## src/rtl/kwm_pkg.sv

```systemverilog
// Shared constants for the k-way merge min-heap unit.
package kwm_pkg;

  localparam int NUM_RUNS_DEF    = 16;
  localparam int VALUE_WIDTH_DEF = 32;
  localparam int PORT_VALUE_W    = 32;
  localparam int RUN_W           = 4;

  localparam logic CMD_LOAD    = 1'b0;
  localparam logic CMD_ADVANCE = 1'b1;

endpackage

```

## src/rtl/kwm_heap_ram.sv

```systemverilog
// Heap storage: one write port, two registered read ports.
module kwm_heap_ram #(
  parameter int DEPTH = kwm_pkg::NUM_RUNS_DEF,
  parameter int WIDTH = kwm_pkg::VALUE_WIDTH_DEF + kwm_pkg::RUN_W,
  parameter int AW    = (DEPTH > 1) ? $clog2(DEPTH) : 1
) (
  input  logic             clk,
  input  logic             we,
  input  logic [AW-1:0]    waddr,
  input  logic [WIDTH-1:0] wdata,
  input  logic [AW-1:0]    raddr_a,
  input  logic [AW-1:0]    raddr_b,
  output logic [WIDTH-1:0] rdata_a,
  output logic [WIDTH-1:0] rdata_b
);

  logic [WIDTH-1:0] mem [DEPTH];

  always_ff @(posedge clk) begin
    if (we) begin
      mem[waddr] <= wdata;
    end
  end

  always_ff @(posedge clk) begin
    rdata_a <= mem[raddr_a];
    rdata_b <= mem[raddr_b];
  end

endmodule

```

## src/rtl/kway_merge_min_heap_unit.sv

```systemverilog
// K-way merge min-heap unit: top level with sift sequencer and output register.
// Load: the element is written at the tail and sifted up towards the root; it is dropped
//   when the heap is full.
// Advance: an optional refill is inserted as a load, then the pop moves the last entry to the
//   root and sifts it down (at most 3 levels at 16 runs); an empty heap gives an underflow beat.
// One item at a time: in_ready stays low until the item is done; a held result stalls the pop.
// Reset (rst, synchronous): heap empty, sequencer idle, no result beat; memory not cleared.
module kway_merge_min_heap_unit #(
  parameter int NUM_RUNS    = kwm_pkg::NUM_RUNS_DEF,
  parameter int VALUE_WIDTH = kwm_pkg::VALUE_WIDTH_DEF
) (
  input  logic                                   clk,
  input  logic                                   rst,
  input  logic                                   in_valid,
  output logic                                   in_ready,
  input  logic                                   cmd,
  input  logic signed [kwm_pkg::PORT_VALUE_W-1:0] value,
  input  logic [kwm_pkg::RUN_W-1:0]              run,
  input  logic                                   has_value,
  output logic                                   out_valid,
  input  logic                                   out_ready,
  output logic signed [kwm_pkg::PORT_VALUE_W-1:0] min_value,
  output logic [kwm_pkg::RUN_W-1:0]              min_run,
  output logic                                   last,
  output logic                                   underflow
);

  localparam int PW   = kwm_pkg::PORT_VALUE_W;
  localparam int RW   = kwm_pkg::RUN_W;
  localparam int EW   = VALUE_WIDTH + RW;                     // {key, run}
  localparam int IW   = (NUM_RUNS > 1) ? $clog2(NUM_RUNS) : 1;
  localparam int CW   = $clog2(NUM_RUNS + 1);
  localparam int XW   = CW + 1;                               // child index range
  localparam int WIDE = (VALUE_WIDTH > PW) ? VALUE_WIDTH : PW;
  localparam logic [VALUE_WIDTH-1:0] SIGN_BIT = {1'b1, {(VALUE_WIDTH-1){1'b0}}};
  localparam logic [CW-1:0] FULL = CW'(NUM_RUNS);

  localparam logic [2:0] S_IDLE   = 3'd0;
  localparam logic [2:0] S_UP     = 3'd1;
  localparam logic [2:0] S_UP_CMP = 3'd2;
  localparam logic [2:0] S_POP_RD = 3'd3;
  localparam logic [2:0] S_POP_LT = 3'd4;
  localparam logic [2:0] S_DN     = 3'd5;
  localparam logic [2:0] S_DN_CMP = 3'd6;
  localparam logic [2:0] S_EMIT   = 3'd7;

  logic [2:0]    state;
  logic [CW-1:0] cnt;
  logic [IW-1:0] idx;       // position of the hole being sifted
  logic [EW-1:0] elem;      // element travelling through the heap
  logic          adv;       // current item is an advance

  logic [PW-1:0] res_value;
  logic [RW-1:0] res_run;
  logic          res_last;
  logic          res_uf;

  // Memory ports
  logic          we;
  logic [IW-1:0] waddr;
  logic [EW-1:0] wdata;
  logic [IW-1:0] raddr_a;
  logic [IW-1:0] raddr_b;
  logic [EW-1:0] rdata_a;
  logic [EW-1:0] rdata_b;

  kwm_heap_ram #(
    .DEPTH (NUM_RUNS),
    .WIDTH (EW),
    .AW    (IW)
  ) u_ram (
    .clk     (clk),
    .we      (we),
    .waddr   (waddr),
    .wdata   (wdata),
    .raddr_a (raddr_a),
    .raddr_b (raddr_b),
    .rdata_a (rdata_a),
    .rdata_b (rdata_b)
  );

  // Input element: keep the low VALUE_WIDTH bits, flip the sign so keys compare unsigned.
  // Concatenating the run below the key makes ties fall to the lower run.
  logic [WIDE-1:0]        in_ext;
  logic [EW-1:0]          in_elem;
  assign in_ext  = WIDE'($unsigned(value));
  assign in_elem = {in_ext[VALUE_WIDTH-1:0] ^ SIGN_BIT, run};

  // Tree navigation
  logic [IW-1:0] parent;
  logic [XW-1:0] lx;
  logic [XW-1:0] rx;
  assign parent = (idx - IW'(1)) >> 1;
  assign lx     = {(XW-1)'(idx), 1'b1};
  assign rx     = lx + XW'(1);

  // Sift-up compare
  logic up_move;
  assign up_move = elem < rdata_a;

  // Sift-down compare: pick the smallest of hole element and both children
  logic          l_ok;
  logic          r_ok;
  logic          go_l;
  logic          go_r;
  logic [EW-1:0] best;
  logic          dn_move;
  logic [EW-1:0] child;
  logic [IW-1:0] child_idx;
  assign l_ok      = lx < XW'(cnt);
  assign r_ok      = rx < XW'(cnt);
  assign go_l      = l_ok && (rdata_a < elem);
  assign best      = go_l ? rdata_a : elem;
  assign go_r      = r_ok && (rdata_b < best);
  assign dn_move   = go_l || go_r;
  assign child     = go_r ? rdata_b : rdata_a;
  assign child_idx = go_r ? rx[IW-1:0] : lx[IW-1:0];

  // Popped top converted back to a two's complement port value
  logic [VALUE_WIDTH-1:0] top_raw;
  logic [WIDE-1:0]        top_ext;
  assign top_raw = rdata_a[EW-1:RW] ^ SIGN_BIT;
  assign top_ext = WIDE'($signed(top_raw));

  logic [CW-1:0] cnt_m1;
  assign cnt_m1 = cnt - CW'(1);

  always_comb begin
    we      = 1'b0;
    waddr   = idx;
    wdata   = elem;
    raddr_a = parent;
    raddr_b = parent;
    case (state)
      S_UP: begin
        we = (idx == '0);
      end
      S_UP_CMP: begin
        we    = 1'b1;
        wdata = up_move ? rdata_a : elem;
      end
      S_POP_RD: begin
        raddr_a = '0;
        raddr_b = cnt_m1[IW-1:0];
      end
      S_DN: begin
        raddr_a = lx[IW-1:0];
        raddr_b = rx[IW-1:0];
      end
      S_DN_CMP: begin
        we    = 1'b1;
        wdata = dn_move ? child : elem;
      end
      default: begin
      end
    endcase
  end

  assign in_ready = (state == S_IDLE);

  always_ff @(posedge clk) begin
    if (rst) begin
      state     <= S_IDLE;
      cnt       <= '0;
      out_valid <= 1'b0;
    end else begin
      // Drop the result beat once the sink takes it; the emit state reloads it itself
      if (out_valid && out_ready && (state != S_EMIT)) begin
        out_valid <= 1'b0;
      end
      case (state)
        S_IDLE: begin
          if (in_valid) begin
            adv  <= (cmd == kwm_pkg::CMD_ADVANCE);
            elem <= in_elem;
            idx  <= cnt[IW-1:0];
            if (((cmd == kwm_pkg::CMD_LOAD) || has_value) && (cnt < FULL)) begin
              cnt   <= cnt + CW'(1);
              state <= S_UP;
            end else if (cmd == kwm_pkg::CMD_ADVANCE) begin
              state <= S_POP_RD;
            end
          end
        end
        S_UP: begin
          // Hole at the root: the element was written this cycle
          if (idx == '0) begin
            state <= adv ? S_POP_RD : S_IDLE;
          end else begin
            state <= S_UP_CMP;
          end
        end
        S_UP_CMP: begin
          if (up_move) begin
            idx   <= parent;
            state <= S_UP;
          end else begin
            state <= adv ? S_POP_RD : S_IDLE;
          end
        end
        S_POP_RD: begin
          if (cnt == '0) begin
            res_value <= '0;
            res_run   <= '0;
            res_last  <= 1'b0;
            res_uf    <= 1'b1;
            state     <= S_EMIT;
          end else begin
            cnt   <= cnt_m1;
            state <= S_POP_LT;
          end
        end
        S_POP_LT: begin
          // Root and last entry have arrived; the last entry refills the root
          res_value <= top_ext[PW-1:0];
          res_run   <= rdata_a[RW-1:0];
          res_last  <= (cnt == '0);
          res_uf    <= 1'b0;
          elem      <= rdata_b;
          idx       <= '0;
          state     <= (cnt == '0) ? S_EMIT : S_DN;
        end
        S_DN: begin
          state <= S_DN_CMP;
        end
        S_DN_CMP: begin
          if (dn_move) begin
            idx   <= child_idx;
            state <= S_DN;
          end else begin
            state <= S_EMIT;
          end
        end
        S_EMIT: begin
          // Hold until the output register is free
          if (!out_valid || out_ready) begin
            out_valid <= 1'b1;
            min_value <= res_value;
            min_run   <= res_run;
            last      <= res_last;
            underflow <= res_uf;
            state     <= S_IDLE;
          end
        end
        default: begin
          state <= S_IDLE;
        end
      endcase
    end
  end

endmodule

```

## config.mk

```make
export PLATFORM = sky130hd
export DESIGN_NAME = kway_merge_min_heap_unit
export DESIGN_NICKNAME = d
export VERILOG_FILES = /design/src/rtl/kwm_pkg.sv /design/src/rtl/kwm_heap_ram.sv /design/src/rtl/kway_merge_min_heap_unit.sv
export SDC_FILE = /design/constraint.sdc
export NUM_CORES = 1
export LEC_CHECK = 0
export BUFFER_PORTS_ARGS = -buffer_cell sky130_fd_sc_hd__buf_2
export CAP_MARGIN = 40
export CORE_AREA = 5 5 360 362
export CTS_CLUSTER_DIAMETER = 80
export DETAILED_ROUTE_END_ITERATION = 12
export DIE_AREA = 0 0 365 367
export PLACE_DENSITY_LB_ADDON = 0.25
export SLEW_MARGIN = 20
export SYNTH_ARGS = -nofsm -noshare
export SYNTH_HDL_FRONTEND = slang
export SYNTH_SLANG_ARGS = --single-unit
export TNS_END_PERCENT = 100
```

## constraint.sdc

```tcl
create_clock -name clk -period 7.9 [get_ports clk]
set_input_delay 0.79 -clock clk [delete_from_list [all_inputs] [get_ports clk]]
set_output_delay 0.79 -clock clk [all_outputs]
set_load 0.005 [all_outputs]
```

==> run metrics <==
clock skew=32.4 ps; library cells used by synthesis=between 70 and 80; Placed Area=roughly 0.04 mm2; I/O Buffers=81; # fillers=12300; Design Area, Final=roughly 0.043 mm2; Pwr Density=434 mW/mm2; # resized after CTS=0; Die X=roughly 370 um; peak supply drop=0.374 mV; Startpoint Class=register; CTS tree=yes; Synth-to-Final Area Change=14.0%; DIE AREA=0.134 mm2; Fin. Hold Viols=0; synth warn=0; H-tree Lvls=3; total setup buffers inserted after CTS=0; post-synthesis sequential area ratio=around 60%; Critical Path Sink Type=register; Netlist Area Pre-Place=roughly 0.037 mm2; Root Driver=clkbuf_16; global-route wire length before repair=164 mm; HPWL after detailed placement=around 68 mm; vias in the first global route=roughly 24000; cts bufs inserted=80; DRC=0; Worst EP required=between 8000 and 9000 ps; cells after synthesis=between 2000 and 3000; Crit. Startpoint=elem[11]$_DFFE_PP_; status=finished clean; Pins Over Slew Limit=0; CP Capture Point=u_ram.mem[3][35]$_DFFE_PP_; Mapped Nets=approximately 3000; total grt overflow=0; actual slew at the worst max-slew pin=just under 900 ps; relative slew slack=around two fifths; final wirelength=about 110 mm; worst reg2reg setup slack=1120 ps; antenna-violating nets left=0; f_max=~150 MHz; CTS sink count=between 700 and 800; nets=about 3000; DR WL/cell=around 24 um; Via Count=24200; Min-Delay Path Class=in -> reg; Post-synth EDFFs=~690; FF-to-FF End=u_ram.mem[3][35]$_DFFE_PP_; IO Count=between 80 and 90; final setup fails=0; post-route minimum period=between 6000 and 7000 ps; initial DRC count=2178; gpl congestion=0.827; initial antenna violation count=1; P_leak=about 0.014 uW; vias per inst=5.26; async set-reset flop share out of synthesis=0%; unrepaired setup endpoints after global routing=false; Yosys reg bits=around 770; Max Root-Sink Buffers=3; CTS clk-pin slew, worst paths=around 70 ps; Core ar.=~0.13 mm2; TNS Setup=0 ps; share of cells above drive strength 1=between 10% and 20%; WS Path Type=reg -> reg; DRT Pass-1 Iters=7; Max Cap Violations=0; Initial Util=between 20 and 30%; R2R cell count=21; largest net degree at the start of global routing=~160; Rows=around 130; Total GRT Usage=between 10% and 20%; syn avg cell area=roughly 13 um2; Main synth FF type=edfxtp_1; final worst path period share=about 86%; post-cts hold buffer count=0; worst hold path depth=1; Clk Latency, worst-skew pair=between 600 and 700 ps; Worst Path Arrival=roughly 7100 ps; RR Startpoint=elem[11]$_DFFE_PP_; worst-path fanout max=16; Die Y=around 370 um
[metrics by stage]
| step | total power (uW) | setup slack, ps | util [%] | std cells | hold WS (ps) |
|---|---|---|---|---|---|
| global placement | 14600 | 658 | 31.3 | 4433 | 402 |
| global route | 19600 | 852 | 33.7 | 4603 | 345 |
| floorplan | 12200 | 2760 | - | 2831 | 400 |
| detailed placement | 14700 | 1150 | 31.6 | 4453 | 406 |
| CTS | 18600 | 1110 | 33.7 | 4602 | 316 |
| finish | 18500 | 1120 | 33.7 | 4605 | 364 |
[power breakdown]
part,switching [uW],internal [uW]
registers,377,5340
logic,5370,3540
clock network,1640,2230
[layout by cell type (no fill, tap or decap), drive strengths merged, types with 4 or more instances in the layout]
cell type / netlist / routed
nor2b: 4 / 4
ha: 85 / 85
nor4: 4 / 4
a211oi: 221 / 221
mux4: 144 / 144
clkbuf: 135 / 108
bufinv: 0 / 6
mux2i: 38 / 38
nor2: 27 / 27
mux2: 35 / 35
a311oi: 73 / 73
and4: 9 / 9
and2: 232 / 232
o21a: 6 / 6
o211ai: 5 / 5
a221oi: 5 / 5
nand2: 467 / 467
a31oi: 110 / 110
edfxtp: 693 / 693
nor3: 10 / 10
dfxtp: 81 / 81
a21oi: 110 / 110
o221ai: 36 / 36
buf: 78 / 174
nand3: 10 / 10
o21ai: 52 / 52
clkinv: 0 / 25
a21o: 9 / 9
nand4: 16 / 16
inv: 86 / 89
clkinvlp: 0 / 7
xnor2: 9 / 9
[how the worst min path moves through the flow]
stage                                startpoint                       to  slack, ps
global placement     res_value[9]$_SDFFCE_PN0P_   min_value[9]$_DFFE_PP_        400
detailed placement  res_value[12]$_SDFFCE_PN0P_  min_value[12]$_DFFE_PP_        410
CTS                                         cmd            adv$_DFFE_PP_        320
finish                                      cmd            adv$_DFFE_PP_        360
global route                                cmd            adv$_DFFE_PP_        340
floorplan                res_last$_SDFFCE_PN0P_           last$_DFFE_PP_        400
[flip-flops by register name, indices dropped and copies added, names as in the netlist]
signal and cells:
adv 1, cnt 5, elem 36, idx 4, last 1, min_run 4
min_value 32, out_valid 1, res_last 1, res_run 4, res_uf 1, res_value 32
state 3, u_ram.mem 576, u_ram.rdata_a 36, u_ram.rdata_b 36, underflow 1
[routing by layer]
| layer | GRT usage (%) | vias to the layer above | part of all wire [%] |
|---|---|---|---|
| li1 | - | 11000 | - |
| met5 | 0 | - | 0 |
| met3 | 1.96 | 126 | 5.2 |
| met4 | 4.88 | 0 | 2.3 |
| met2 | 28.1 | 717 | 49 |
| met1 | 21.9 | 12400 | 43 |
[layout make-up]
| type | instances | area, um2 | share of cell area, % |
|---|---|---|---|
| diodes | 2 | 5.00 | 0.0117 |
| flip-flops and latches | 774 | 22400 | 52.6 |
| clock buffers | 108 | 2270 | 5.32 |
| inverters | 86 | 324 | 0.760 |
| repair buffers | 174 | 1400 | 3.28 |
| clock inverters | 41 | 432 | 1.01 |
| multi-input cells | 1758 | 13700 | 32.1 |
| well taps | 1662 | 2080 | 4.88 |
[cell usage after synthesis (38+ instances only)]
| cell | count | share of area, % |
|---|---|---|
| a211oi_1 | 221 | 4.4 |
| a21oi_1 | 110 | 1.5 |
| a311oi_1 | 73 | 1.7 |
| a31oi_1 | 109 | 1.8 |
| and2_1 | 231 | 3.9 |
| buf_2 | 46 | 0.62 |
| clkbuf_1 | 130 | 1.3 |
| dfxtp_1 | 81 | 4.3 |
| edfxtp_1 | 693 | 56 |
| ha_1 | 85 | 2.8 |
| inv_1 | 86 | 0.86 |
| mux2i_1 | 38 | 1.0 |
| mux4_2 | 144 | 8.7 |
| nand2_1 | 466 | 4.7 |
| o21ai_0 | 50 | 0.67 |
[cells by family (layout without fill, tap and decap cells)]
group,count (synthesis),count (layout),synth area share (%)
and+or+nand+nor,796,796,10.1
DFF,774,774,60.0
AOI/OAI and AO/OA,649,649,12.2
buffers and inverters,299,409,3.78
muxes,217,217,10.7
adders and majority gates,85,85,2.84
xor gates and xnor gates,11,11,0.258
other,0,2,0
[worst max-delay path, cell delays in order, from the launching register on]
cell and delay, ps:
edfxtp_1 380, inv_1 100, ha_1 260, a21oi_1 140, o21ai_0 120, a221oi_1 470, o22ai_2 270, nor3_2 580
buf_12 260, mux2i_1 290, ha_1 290, and4_1 240, nand4_1 270, nor4_1 120, buf_2 170, a311oi_1 650
and4b_1 360, o21ai_4 170, buf_16 210, buf_4 210, mux2_2 290, o221ai_2 560
No activity file was read; power rests on OpenSTA's default activity.
